[src/wba_pkg.sv]
`default_nettype none

package wba_pkg;

  localparam int MAX_PROCS  = 16;
  localparam int LOAD_W     = 32;
  localparam int SUM_W      = LOAD_W + 1;
  localparam int IDX_W      = $clog2(MAX_PROCS);
  localparam int CNT_W      = $clog2(MAX_PROCS + 1);
  localparam int TASK_W     = 16;
  localparam int COUNT_W    = 5;
  localparam int CHOSEN_W   = 4;
  localparam int MAXWL_W    = 32;
  localparam int CFG_IDX_W  = 2;
  localparam int CFG_DATA_W = 5;

  localparam logic [CFG_IDX_W-1:0] CFG_PROC_COUNT = 2'd0;
  localparam logic [CFG_IDX_W-1:0] CFG_POLICY     = 2'd1;

  localparam logic [COUNT_W-1:0] COUNT_RESET  = 5'd1;
  localparam logic               POLICY_RESET = 1'b0;

  typedef enum logic [2:0] {
    ST_IDLE,
    ST_SCAN_MIN,
    ST_DECIDE,
    ST_SCAN_FIT,
    ST_COMMIT,
    ST_EMIT
  } state_e;

  typedef struct packed {
    logic              rd_en;
    logic [IDX_W-1:0]  rd_addr;
    logic              wr_en;
    logic [IDX_W-1:0]  wr_addr;
    logic [LOAD_W-1:0] wr_data;
    logic              clr;
  } mem_req_t;

  typedef struct packed {
    logic [CHOSEN_W-1:0] chosen;
    logic [MAXWL_W-1:0]  max_load;
    logic                assigned;
    logic                batch_end;
  } result_t;

endpackage

`default_nettype wire

[src/workload_balance_assigner.sv]
// Each task takes one scan of the load memory in least-workload mode and up to
// two in best-workload mode, n being the processors in use (up to 16), then one
// write-back; a processor count of zero gives its result without a scan.
// Each scan covers the n entries, one read per cycle. Tasks are taken one at a time;
// the next task is accepted while the result waits in the output register.
// Reset clears all loads at once through per-entry valid bits and sets
// processor_count to 1 and policy_mode to 0.
`default_nettype none

module workload_balance_assigner (
  input  wire                              clk_i,
  input  wire                              rst_ni,
  input  wire                              cfg_valid_i,
  output logic                             cfg_ready_o,
  input  wire [wba_pkg::CFG_IDX_W-1:0]     cfg_index_i,
  input  wire [wba_pkg::CFG_DATA_W-1:0]    cfg_data_i,
  input  wire                              in_valid_i,
  output logic                             in_stall_o,
  input  wire [wba_pkg::TASK_W-1:0]        task_time_i,
  input  wire                              last_task_i,
  output logic                             out_valid_o,
  input  wire                              out_stall_i,
  output logic [wba_pkg::CHOSEN_W-1:0]     chosen_processor_o,
  output logic [wba_pkg::MAXWL_W-1:0]      max_workload_o,
  output logic                             assigned_o,
  output logic                             batch_end_o
);
  import wba_pkg::*;

  logic [COUNT_W-1:0] count_q;
  logic               mode_q;
  mem_req_t           mem_req;
  logic [LOAD_W-1:0]  rdata;
  logic               res_valid;
  logic               slot_free;
  result_t            res;
  result_t            out_q;
  logic               out_vld_q;

  assign cfg_ready_o = 1'b1;

  always_ff @(posedge clk_i or negedge rst_ni) begin
    if (!rst_ni) begin
      count_q <= COUNT_RESET;
      mode_q  <= POLICY_RESET;
    end else if (cfg_valid_i && cfg_ready_o) begin
      unique case (cfg_index_i)
        CFG_PROC_COUNT: count_q <= cfg_data_i[COUNT_W-1:0];
        CFG_POLICY:     mode_q  <= cfg_data_i[0];
        default: ;
      endcase
    end
  end

  wba_load_mem u_mem (
    .clk_i   (clk_i),
    .rst_ni  (rst_ni),
    .req_i   (mem_req),
    .rdata_o (rdata)
  );

  wba_ctrl u_ctrl (
    .clk_i       (clk_i),
    .rst_ni      (rst_ni),
    .in_valid_i  (in_valid_i),
    .in_stall_o  (in_stall_o),
    .task_time_i (task_time_i),
    .last_task_i (last_task_i),
    .count_i     (count_q),
    .mode_i      (mode_q),
    .mem_req_o   (mem_req),
    .rdata_i     (rdata),
    .res_valid_o (res_valid),
    .slot_free_i (slot_free),
    .res_o       (res)
  );

  assign slot_free = !out_vld_q || !out_stall_i;

  always_ff @(posedge clk_i or negedge rst_ni) begin
    if (!rst_ni) begin
      out_vld_q <= 1'b0;
    end else if (slot_free) begin
      out_vld_q <= res_valid;
    end
  end

  always_ff @(posedge clk_i) begin
    if (slot_free && res_valid) begin
      out_q <= res;
    end
  end

  assign out_valid_o        = out_vld_q;
  assign chosen_processor_o = out_q.chosen;
  assign max_workload_o     = out_q.max_load;
  assign assigned_o         = out_q.assigned;
  assign batch_end_o        = out_q.batch_end;

endmodule

`default_nettype wire

[src/wba_load_mem.sv]
`default_nettype none

module wba_load_mem (
  input  wire                           clk_i,
  input  wire                           rst_ni,
  input  wba_pkg::mem_req_t             req_i,
  output logic [wba_pkg::LOAD_W-1:0]    rdata_o
);
  import wba_pkg::*;

  // An entry whose valid bit is clear reads as zero, so a batch end or reset
  // empties every load at once.
  logic [LOAD_W-1:0]    mem_q [MAX_PROCS];
  logic [MAX_PROCS-1:0] vld_q;
  logic [LOAD_W-1:0]    rdata_q;
  logic                 rvld_q;

  always_ff @(posedge clk_i) begin
    if (req_i.wr_en) begin
      mem_q[req_i.wr_addr] <= req_i.wr_data;
    end
    if (req_i.rd_en) begin
      rdata_q <= mem_q[req_i.rd_addr];
    end
  end

  always_ff @(posedge clk_i or negedge rst_ni) begin
    if (!rst_ni) begin
      vld_q  <= '0;
      rvld_q <= 1'b0;
    end else begin
      if (req_i.clr) begin
        vld_q <= '0;
      end else if (req_i.wr_en) begin
        vld_q[req_i.wr_addr] <= 1'b1;
      end
      if (req_i.rd_en) begin
        rvld_q <= vld_q[req_i.rd_addr];
      end
    end
  end

  assign rdata_o = rvld_q ? rdata_q : '0;

endmodule

`default_nettype wire

[src/wba_ctrl.sv]
`default_nettype none

module wba_ctrl (
  input  wire                           clk_i,
  input  wire                           rst_ni,
  input  wire                           in_valid_i,
  output logic                          in_stall_o,
  input  wire [wba_pkg::TASK_W-1:0]     task_time_i,
  input  wire                           last_task_i,
  input  wire [wba_pkg::COUNT_W-1:0]    count_i,
  input  wire                           mode_i,
  output wba_pkg::mem_req_t             mem_req_o,
  input  wire [wba_pkg::LOAD_W-1:0]     rdata_i,
  output logic                          res_valid_o,
  input  wire                           slot_free_i,
  output wba_pkg::result_t              res_o
);
  import wba_pkg::*;

  state_e            state_q, state_d;
  logic [CNT_W-1:0]  cnt_q, cnt_d;
  logic [CNT_W-1:0]  n_q, n_d;
  logic [TASK_W-1:0] task_q, task_d;
  logic              last_q, last_d;
  logic              mode_q, mode_d;
  logic              assigned_q, assigned_d;
  logic              found_q, found_d;
  logic [LOAD_W-1:0] min_q, min_d;
  logic [LOAD_W-1:0] max_q, max_d;
  logic [LOAD_W-1:0] pick_load_q, pick_load_d;
  logic [LOAD_W-1:0] new_load_q, new_load_d;
  logic [IDX_W-1:0]  lo_q, lo_d;
  logic [IDX_W-1:0]  pick_q, pick_d;

  logic [CNT_W-1:0]  n_clamp;
  logic [IDX_W-1:0]  cur_idx;
  logic [SUM_W-1:0]  fit_sum;
  logic [SUM_W-1:0]  lo_sum;
  logic [SUM_W-1:0]  commit_sum;
  logic [LOAD_W-1:0] sat_load;
  logic              fits;

  assign n_clamp    = (count_i > COUNT_W'(MAX_PROCS)) ? CNT_W'(MAX_PROCS) : CNT_W'(count_i);
  assign cur_idx    = IDX_W'(cnt_q - CNT_W'(1));
  assign fit_sum    = {1'b0, rdata_i} + SUM_W'(task_q);
  assign fits       = fit_sum <= {1'b0, max_q};
  assign lo_sum     = {1'b0, min_q} + SUM_W'(task_q);
  assign commit_sum = {1'b0, pick_load_q} + SUM_W'(task_q);
  assign sat_load   = commit_sum[LOAD_W] ? '1 : commit_sum[LOAD_W-1:0];

  always_ff @(posedge clk_i or negedge rst_ni) begin
    if (!rst_ni) begin
      state_q <= ST_IDLE;
    end else begin
      state_q <= state_d;
    end
  end

  always_ff @(posedge clk_i) begin
    cnt_q       <= cnt_d;
    n_q         <= n_d;
    task_q      <= task_d;
    last_q      <= last_d;
    mode_q      <= mode_d;
    assigned_q  <= assigned_d;
    found_q     <= found_d;
    min_q       <= min_d;
    max_q       <= max_d;
    pick_load_q <= pick_load_d;
    new_load_q  <= new_load_d;
    lo_q        <= lo_d;
    pick_q      <= pick_d;
  end

  always_comb begin
    state_d     = state_q;
    cnt_d       = cnt_q;
    n_d         = n_q;
    task_d      = task_q;
    last_d      = last_q;
    mode_d      = mode_q;
    assigned_d  = assigned_q;
    found_d     = found_q;
    min_d       = min_q;
    max_d       = max_q;
    pick_load_d = pick_load_q;
    new_load_d  = new_load_q;
    lo_d        = lo_q;
    pick_d      = pick_q;
    mem_req_o   = '0;
    res_valid_o = 1'b0;
    in_stall_o  = 1'b1;

    unique case (state_q)
      ST_IDLE: begin
        in_stall_o = 1'b0;
        if (in_valid_i) begin
          task_d     = task_time_i;
          last_d     = last_task_i;
          mode_d     = mode_i;
          n_d        = n_clamp;
          cnt_d      = '0;
          pick_d     = '0;
          assigned_d = (n_clamp != '0);
          state_d    = (n_clamp != '0) ? ST_SCAN_MIN : ST_EMIT;
        end
      end
      ST_SCAN_MIN: begin
        mem_req_o.rd_en   = cnt_q < n_q;
        mem_req_o.rd_addr = cnt_q[IDX_W-1:0];
        cnt_d             = cnt_q + CNT_W'(1);
        if (cnt_q == CNT_W'(1)) begin
          min_d = rdata_i;
          max_d = rdata_i;
          lo_d  = cur_idx;
        end else if (cnt_q != '0) begin
          if (rdata_i < min_q) begin
            min_d = rdata_i;
            lo_d  = cur_idx;
          end
          if (rdata_i > max_q) begin
            max_d = rdata_i;
          end
        end
        if (cnt_q == n_q) begin
          state_d = ST_DECIDE;
        end
      end
      ST_DECIDE: begin
        pick_d      = lo_q;
        pick_load_d = min_q;
        cnt_d       = '0;
        found_d     = 1'b0;
        if (mode_q && (lo_sum <= {1'b0, max_q})) begin
          state_d = ST_SCAN_FIT;
        end else begin
          state_d = ST_COMMIT;
        end
      end
      ST_SCAN_FIT: begin
        mem_req_o.rd_en   = cnt_q < n_q;
        mem_req_o.rd_addr = cnt_q[IDX_W-1:0];
        cnt_d             = cnt_q + CNT_W'(1);
        // The smallest gap under the peak is the largest load that still fits.
        if ((cnt_q != '0) && fits && (!found_q || (rdata_i > pick_load_q))) begin
          found_d     = 1'b1;
          pick_d      = cur_idx;
          pick_load_d = rdata_i;
        end
        if (cnt_q == n_q) begin
          state_d = ST_COMMIT;
        end
      end
      ST_COMMIT: begin
        mem_req_o.wr_en   = 1'b1;
        mem_req_o.wr_addr = pick_q;
        mem_req_o.wr_data = sat_load;
        new_load_d        = sat_load;
        state_d           = ST_EMIT;
      end
      ST_EMIT: begin
        res_valid_o = 1'b1;
        if (slot_free_i) begin
          mem_req_o.clr = last_q;
          state_d       = ST_IDLE;
        end
      end
      default: begin
        state_d = ST_IDLE;
      end
    endcase
  end

  always_comb begin
    res_o           = '0;
    res_o.batch_end = last_q;
    res_o.assigned  = assigned_q;
    if (assigned_q) begin
      res_o.chosen   = CHOSEN_W'(pick_q);
      res_o.max_load = MAXWL_W'((new_load_q > max_q) ? new_load_q : max_q);
    end
  end

endmodule

`default_nettype wire

[config.mk]
export PLATFORM = sky130hd
export DESIGN_NAME = workload_balance_assigner
export DESIGN_NICKNAME = d
export VERILOG_FILES = /design/src/wba_pkg.sv /design/src/workload_balance_assigner.sv /design/src/wba_load_mem.sv /design/src/wba_ctrl.sv
export SDC_FILE = /design/constraint.sdc
export NUM_CORES = 1
export LEC_CHECK = 0
export ABC_AREA = 1
export BUFFER_PORTS_ARGS = -buffer_cell sky130_fd_sc_hd__buf_2
export CORE_MARGIN = 3
export CORE_UTILIZATION = 45
export DETAILED_ROUTE_END_ITERATION = 8
export HOLD_SLACK_MARGIN = 0.02
export PLACE_DENSITY = 0.57
export SETUP_SLACK_MARGIN = 0.3
export SLEW_MARGIN = 20
export SYNTH_ARGS = -nofsm -noshare
export SYNTH_HDL_FRONTEND = slang
export SYNTH_HIERARCHICAL = 1
export SYNTH_SLANG_ARGS = --single-unit
[constraint.sdc]
create_clock -name clk_i -period 10.4 [get_ports clk_i]
set_clock_uncertainty 0.1 [all_clocks]
set_input_delay 0.52 -clock clk_i [delete_from_list [all_inputs] [get_ports clk_i]]
set_output_delay 0.52 -clock clk_i [all_outputs]
set_load 0.05 [all_outputs]
# [Word-level counts from Yosys, hierarchy flattened]
# Memory sizes are Yosys's and may differ from the RTL's. A register that Yosys moved wholly into a read port is not among the register bits.
# Cells that the tools add are included.
[totals] inputBits=29 register_bits=231 mem_bits_rw=512 out_inout_bits=41 romBits=0 latch_bits=0 memories=1
[classes] addsub=5 order_cmp=11 div_mod_pow=0 mux=43 n_bitwise=1 shifts=0 reduce_logical=31 mul=0 eq_ne=13
[memory_table] name="u_mem.mem_q" depth=16 word_bits=32 rd=1 rd_clocked_by_memory_dff=1 wr=1 line="wba_load_mem.sv:13" rtl="logic [LOAD_W-1:0] mem_q [MAX_PROCS];"
[op_table] operator="$mux W32" n=10
[op_table] operator="$add A32 B16 Y33" n=3
[op_table] operator="$gt A32 B32 Y1" n=3
[op_table] operator="$le A33 B32 Y1" n=2
[op_table] operator="$pmux W32 S2" n=1
[op_table] operator="$mux W37" n=1
[op_table] operator="$lt A32 B32 Y1" n=1
[op_table] operator="$mux W16" n=2
[op_table] operator="$mux W4" n=5
[op_table] operator="$mux W3" n=6
[op_table] operator="$pmux W3 S6" n=1
[op_table] operator="$or A16 B16 Y16" n=1
[op_table] operator="$mux W5" n=3
[op_table] operator="$pmux W5 S3" n=1
[op_table] operator="$pmux W4 S3" n=1
[op_table] operator="$lt A4 B5 Y1 const B" n=2
[op_table] operator="$reduce_and A2 Y1" n=5
[op_table] operator="$reduce_bool A2 Y1" n=5
[op_table] operator="$reduce_bool A5 Y1" n=2
[op_table] operator="$mux W1" n=9
[op_table] operator="$reduce_and A3 Y1" n=3
[op_table] operator="$eq A3 B2 Y1 const B" n=2
[op_table] operator="$eq A3 B3 Y1 const B" n=2
[op_table] operator="$ne A2 B1 Y1 const B" n=3
[op_table] operator="21 further kinds" n=30

# [Logic depth before layout (Yosys ltp)]
[logic_depth] depth_word=10 depth_mapped=36 mapped_depth_nobuf=34

# [By module]
# The synthesis kept the hierarchy.
[by_module_without_submodules] module="wba_load_mem" area_per_inst_um2=22069.9 cells_per_inst=1708 n_inst=1 seq_area_each_um2=16761.1
[by_module_without_submodules] module="wba_ctrl" area_per_inst_um2=14943.1 cells_per_inst=1830 n_inst=1 seq_area_each_um2=5059.9
[by_module_without_submodules] module="workload_balance_assigner" area_per_inst_um2=1452.6 cells_per_inst=74 n_inst=1 seq_area_each_um2=1317.5

# [Least setup slack after synthesis]
# Ideal clock, no wire load.
[synth_path] path_kind="reg2reg" start="register u_mem.rvld_q" end="register u_ctrl.found_q, enable pin" period_less_slack_ps=5847 stages_incl_launch_ff=28 n_path_buf=2 t_required_ps=9866 arrival_ps=5313 setup_slack_ps=4553 path_cell_list="dfrtp_1 clkbuf_1 clkbuf_1 nand2_1 inv_1 inv_1 fa_1 nor4_1 nor2_1 o21ai_2 nand3_2 nand2_2 nand2_2 nor2_2 nand4_1 xor2_1 ha_1 a21oi_1 nor2_1 a211oi_1 nand2_1 nand2_1 nand2_1 nand2_1 nand2_1 nand2_1 nand2_1 a21oi_1"
[synth_via] elab_chain_len=7 word_cells_on_any_way=9
[synth_lines] element="start, declared" line="wba_load_mem.sv:16" rtl="logic rvld_q;"
[synth_lines] element="start signal, assigned" line="wba_load_mem.sv:38" rtl="rvld_q <= vld_q[req_i.rd_addr];"
[synth_lines] element="$mux W32 *" line="wba_load_mem.sv:43" rtl="assign rdata_o = rvld_q ? rdata_q : '0;"
[synth_lines] element="net rdata[1]" line="workload_balance_assigner.sv:33" rtl="logic [LOAD_W-1:0] rdata;"
[synth_lines] element="$add A32 B16 Y33" line="wba_ctrl.sv:45" rtl="assign fit_sum = {1'b0, rdata_i} + SUM_W'(task_q);"
[synth_lines] element="$le A33 B32 Y1" line="wba_ctrl.sv:46" rtl="assign fits = fit_sum <= {1'b0, max_q};"
[synth_lines] element="$logic_and A1 B1 Y1" line="wba_ctrl.sv:145" rtl="if ((cnt_q != '0) && fits && (!found_q || (rdata_i > pick_load_q))) begin"
[synth_lines] element="$logic_and A1 B1 Y1 *" line="wba_ctrl.sv:145"
[synth_lines] element="$ne A2 B1 Y1 (no line) *"
[synth_lines] element="$reduce_and A2 Y1 (no line) *"
[synth_lines] element="end signal, assigned" line="wba_ctrl.sv:66" rtl="found_q <= found_d;"
[synth_lines] element="end, declared" line="wba_ctrl.sv:27" rtl="logic found_q, found_d;"
# Mark *: on every way through the listed nets, which the timed path passes. The rest lies on a longest branch.
# A chain may end at the register's enable or synchronous reset.

# [Final worst setup path]
[layout_path] start="register u_mem.rvld_q" end="register u_ctrl.pick_load_q[2], enable pin"
[layout_via] elab_chain_len=7 word_cells_on_any_way=9
[layout_lines] element="$mux W32 *" line="wba_load_mem.sv:43"
[layout_lines] element="net rdata[1]" line="workload_balance_assigner.sv:33"
[layout_lines] element="$add A32 B16 Y33" line="wba_ctrl.sv:45"
[layout_lines] element="$le A33 B32 Y1" line="wba_ctrl.sv:46"
[layout_lines] element="$logic_and A1 B1 Y1" line="wba_ctrl.sv:145"
[layout_lines] element="$logic_and A1 B1 Y1 *" line="wba_ctrl.sv:145"
[layout_lines] element="$ne A2 B1 Y1 (no line) *"
[layout_lines] element="$reduce_and A2 Y1 (no line) *"
[layout_lines] element="end signal, assigned" line="wba_ctrl.sv:69" rtl="pick_load_q <= pick_load_d;"
[layout_lines] element="end, declared" line="wba_ctrl.sv:30" rtl="logic [LOAD_W-1:0] pick_load_q, pick_load_d;"
# Marks and branches as above.

==> out/qor.txt <==
status -> completed
total power draw -> 11.83 mW
netlist area before placement -> 38470 µm²
Avg Cell Area, Syn -> 10.65 µm²
post-layout util -> 0.5115
WP data arrival -> 5380 ps
Hold Fails Final Rpt -> 0
Area Growth Syn to Fin -> 12.00%
filler instances -> 7487
startpoint types -> flip-flop
DR vias -> 26650
Final HPWL DP -> 64070 µm
Power Density -> 274.5 nW/µm²
leak pwr -> 16.73 nW
largest cells by area after synthesis -> edfxtp_1 (58%), ha_1 (8.1%), nor2_1 (5.4%)
P_int -> 7.168 mW
cts hold-fix bufs -> 23
Post-synth top flop -> edfxtp_1
clk sinks -> 775
relative slew slack -> 0.3092
core area -> 84220 µm²
period utilisation layout -> 0.5004
sequential area share after synthesis -> 0.6015
initial antenna violation count -> 5
vias in the first global route -> 25450
wire per inst -> 20.91 µm
type of the tightest min-delay check -> in2reg
Placed Area -> 40120 µm²
Yosys cell types -> 58
fin area -> 43080 µm²
aggregate global-route resource usage -> 0.2265
max_cap viols -> 0
Ports -> 70
DR DRC count -> 0
largest area contributor in the netlist -> edfxtp_1
setup TNS -> 0 ps
Synth warnings -> 6
part of the power in combinational logic -> 0.391
Clock power frac -> 0.249
Post-synth EDFFs -> 748
crit-path max FO -> 33
worst skew pair latency -> 640 ps
synthesized flop and latch total -> 775
total wire length -> 102200 µm
net count after synthesis -> 3892
H-tree levels -> 3
first-pass GRT wire length -> 154200 µm
Worst Tran Pin Value -> 1036 ps
Max Freq -> 192.2 MHz
crit path capture type -> flip-flop
GRT overflow -> 0
TritonRoute pass-1 iters -> 5
Async S/R FF share, synth -> 0.03484
largest net degree at the start of global routing -> 124
PortBufs -> 68
row cnt -> 106
Antenna Cells -> 0
maximum vdd drop -> 0.1250 mV
area share of the largest cell type after synthesis -> 0.5839
CP Class -> reg2reg
sequential power share -> 0.360
Num CTS Buffers -> 87
Crit path required time -> 10570 ps
worst-case clock buffer depth -> 3
Switching Share -> 0.3938
clk root buf -> clkbuf_16
Die H -> 298.4 µm
DIE WIDTH -> 298.4 µm
postcts setup bufs -> 0
fin nets -> 3973
clock-pin transition on the worst setup and hold timing paths -> 60 ps
Post-Syn Instances -> 3612
Slew Viols, Final -> 0
layout cell share with drive strength beyond 1 -> 0.08284
Detailed Route Iter0 Violations -> 2133
Resize count post-CTS -> 0
CTS tree -> built
gpl congestion -> 0.9183
Initial Util -> 0.4567
RSZ-0062 raised after global routing -> false
DRT antenna net count -> 0
post-layout minimum cycle time -> 5204 ps
full die area -> 89020 µm²
Psw -> 4.657 mW
Vias/cell -> 5.451
Setup violations, final -> 0
cells by family (layout without fill, tap and decap cells):
logic type,Yosys count,in the layout,share of synthesized area
and+or+nand+nor,1300,1300,0.1402
AOI/OAI and AO/OA,748,748,0.1102
adders and majority gates,251,251,0.08223
DFF,775,775,0.6015
other,1,1,0.00009749
buffers and inverters,462,604,0.04866
xor gates and xnor gates,75,75,0.01708
cells in the final DEF, fill, tap and decap left out, types with 52 or more instances in the layout:
cell type  count
edfxtp_1     748
nor2_1       534
nand2_1      495
inv_1        314
o21ai_0      266
ha_1         248
a21oi_1      172
nand3_1      134
o211ai_1     134
o21ai_1      110
clkbuf_16     87
buf_2         68
xor2_1        52
worst paths after layout:
path | endpoint | cells after the start | startpoint | slack (ps)
max reg2reg | u_ctrl/pick_load_q[2]$_DFFE_PP_ | 27 | u_mem/rvld_q$_DFFE_PN0P_ | 5200
min | out_valid_o$_DFFE_PN0P_ | 3 | out_stall_i | 70
max | u_ctrl/pick_load_q[2]$_DFFE_PP_ | 27 | u_mem/rvld_q$_DFFE_PN0P_ | 5200
min reg2reg | count_q[0]$_DFFE_PN1P_ | 2 | count_q[0]$_DFFE_PN1P_ | 370
max in group asynchronous | u_mem/rvld_q$_DFFE_PN0P_ | 2 | rst_ni | 9350
min in group asynchronous | u_ctrl/state_q[2]$_DFFE_PN0P_ | 2 | rst_ni | 370
cells in the mapped netlist, drive strengths merged, types with 2 or more instances:
master,instances
o22ai,2
a211oi,5
clkbuf,70
a31oi,7
o21bai,6
fa,3
buf,72
o21a,3
xor2,52
nand2,502
inv,319
edfxtp,748
dfrtp,26
o31ai,3
o221ai,3
o211ai,134
a22o,3
ha,248
or2,6
a21o,7
nand4,35
nor2,560
nor3,31
nand3,148
nor4,14
o21ba,2
xnor2,23
o21ai,380
a21oi,186
a21boi,5
power groups by stage:
stage	Combinational [mW]	Clock, mW	Sequential (mW)
6_report	4.63	2.94	4.25
5_1_grt	5.21	3.14	4.28
4_1_cts	4.62	3.01	4.25
3_5_place_dp	4.59	0	4.31
3_3_place_gp	4.54	0	4.32
2_1_floorplan	3.20	0	4.27
per-layer routing:
metal,up-vias,share of wire,global-route usage,wire length [µm]
met4,2,0.023,0.05783,2389
met3,162,0.048,0.02746,4929
li1,12860,-,-,-
met5,-,0.00019,0,19
met2,678,0.47,0.3754,48540
met1,12940,0.45,0.3182,46330
critical path, cell delays in order (launching register included):
cell and delay [ps]:
dfrtp_1 320, buf_4 310, nand2_1 100, inv_1 250
inv_1 110, fa_1 490, nor4_1 300, nor2_1 120
o21ai_2 250, nand3_2 100, nand2_2 130, nand2_2 80
nor2_2 150, nand4_1 120, xor2_1 170, ha_1 300
a21oi_1 130, nor2_1 50, a211oi_1 170, nand2_1 80
nand2_1 60, nand2_1 40, nand2_1 50, nand2_1 50
nand2_1 70, nand2_1 150, a21oi_4 140, buf_4 410
final cells by class:
type / count / area (µm²) / share of cell area
clock buffer: 107 / 2252 / 0.05228
sequential: 775 / 23140 / 0.5371
timing repair buffer: 134 / 900.9 / 0.02091
inverter: 320 / 1211 / 0.02811
tap: 1134 / 1419 / 0.03294
clock inverter: 43 / 447.9 / 0.01040
multi-input combinational: 2375 / 13710 / 0.3183
flip-flops by register name, indices dropped and copies added (netlist names), 5 cells and up:
register            flops
u_ctrl/min_q           32
u_mem/rdata_q          32
u_ctrl/new_load_q      32
u_ctrl/max_q           32
max_workload_o         32
count_q                 5
u_ctrl/task_q          16
u_mem/vld_q            16
u_mem/mem_q           512
u_ctrl/pick_load_q     32
u_ctrl/n_q              5
u_ctrl/cnt_q            5
stage by stage:
stage | hold slack [ps] | cells | worst slack, ps
after floorplan | 124.4 | 3612 | 4553
after global placement | 352.3 | 4714 | 5224
after detailed placement | 343.8 | 4714 | 5170
after CTS | 31.74 | 4887 | 5165
after global routing | 49.01 | 4888 | 4645
final | 66.00 | 4888 | 5196
Note: power is estimated with default switching activity, not from simulation.
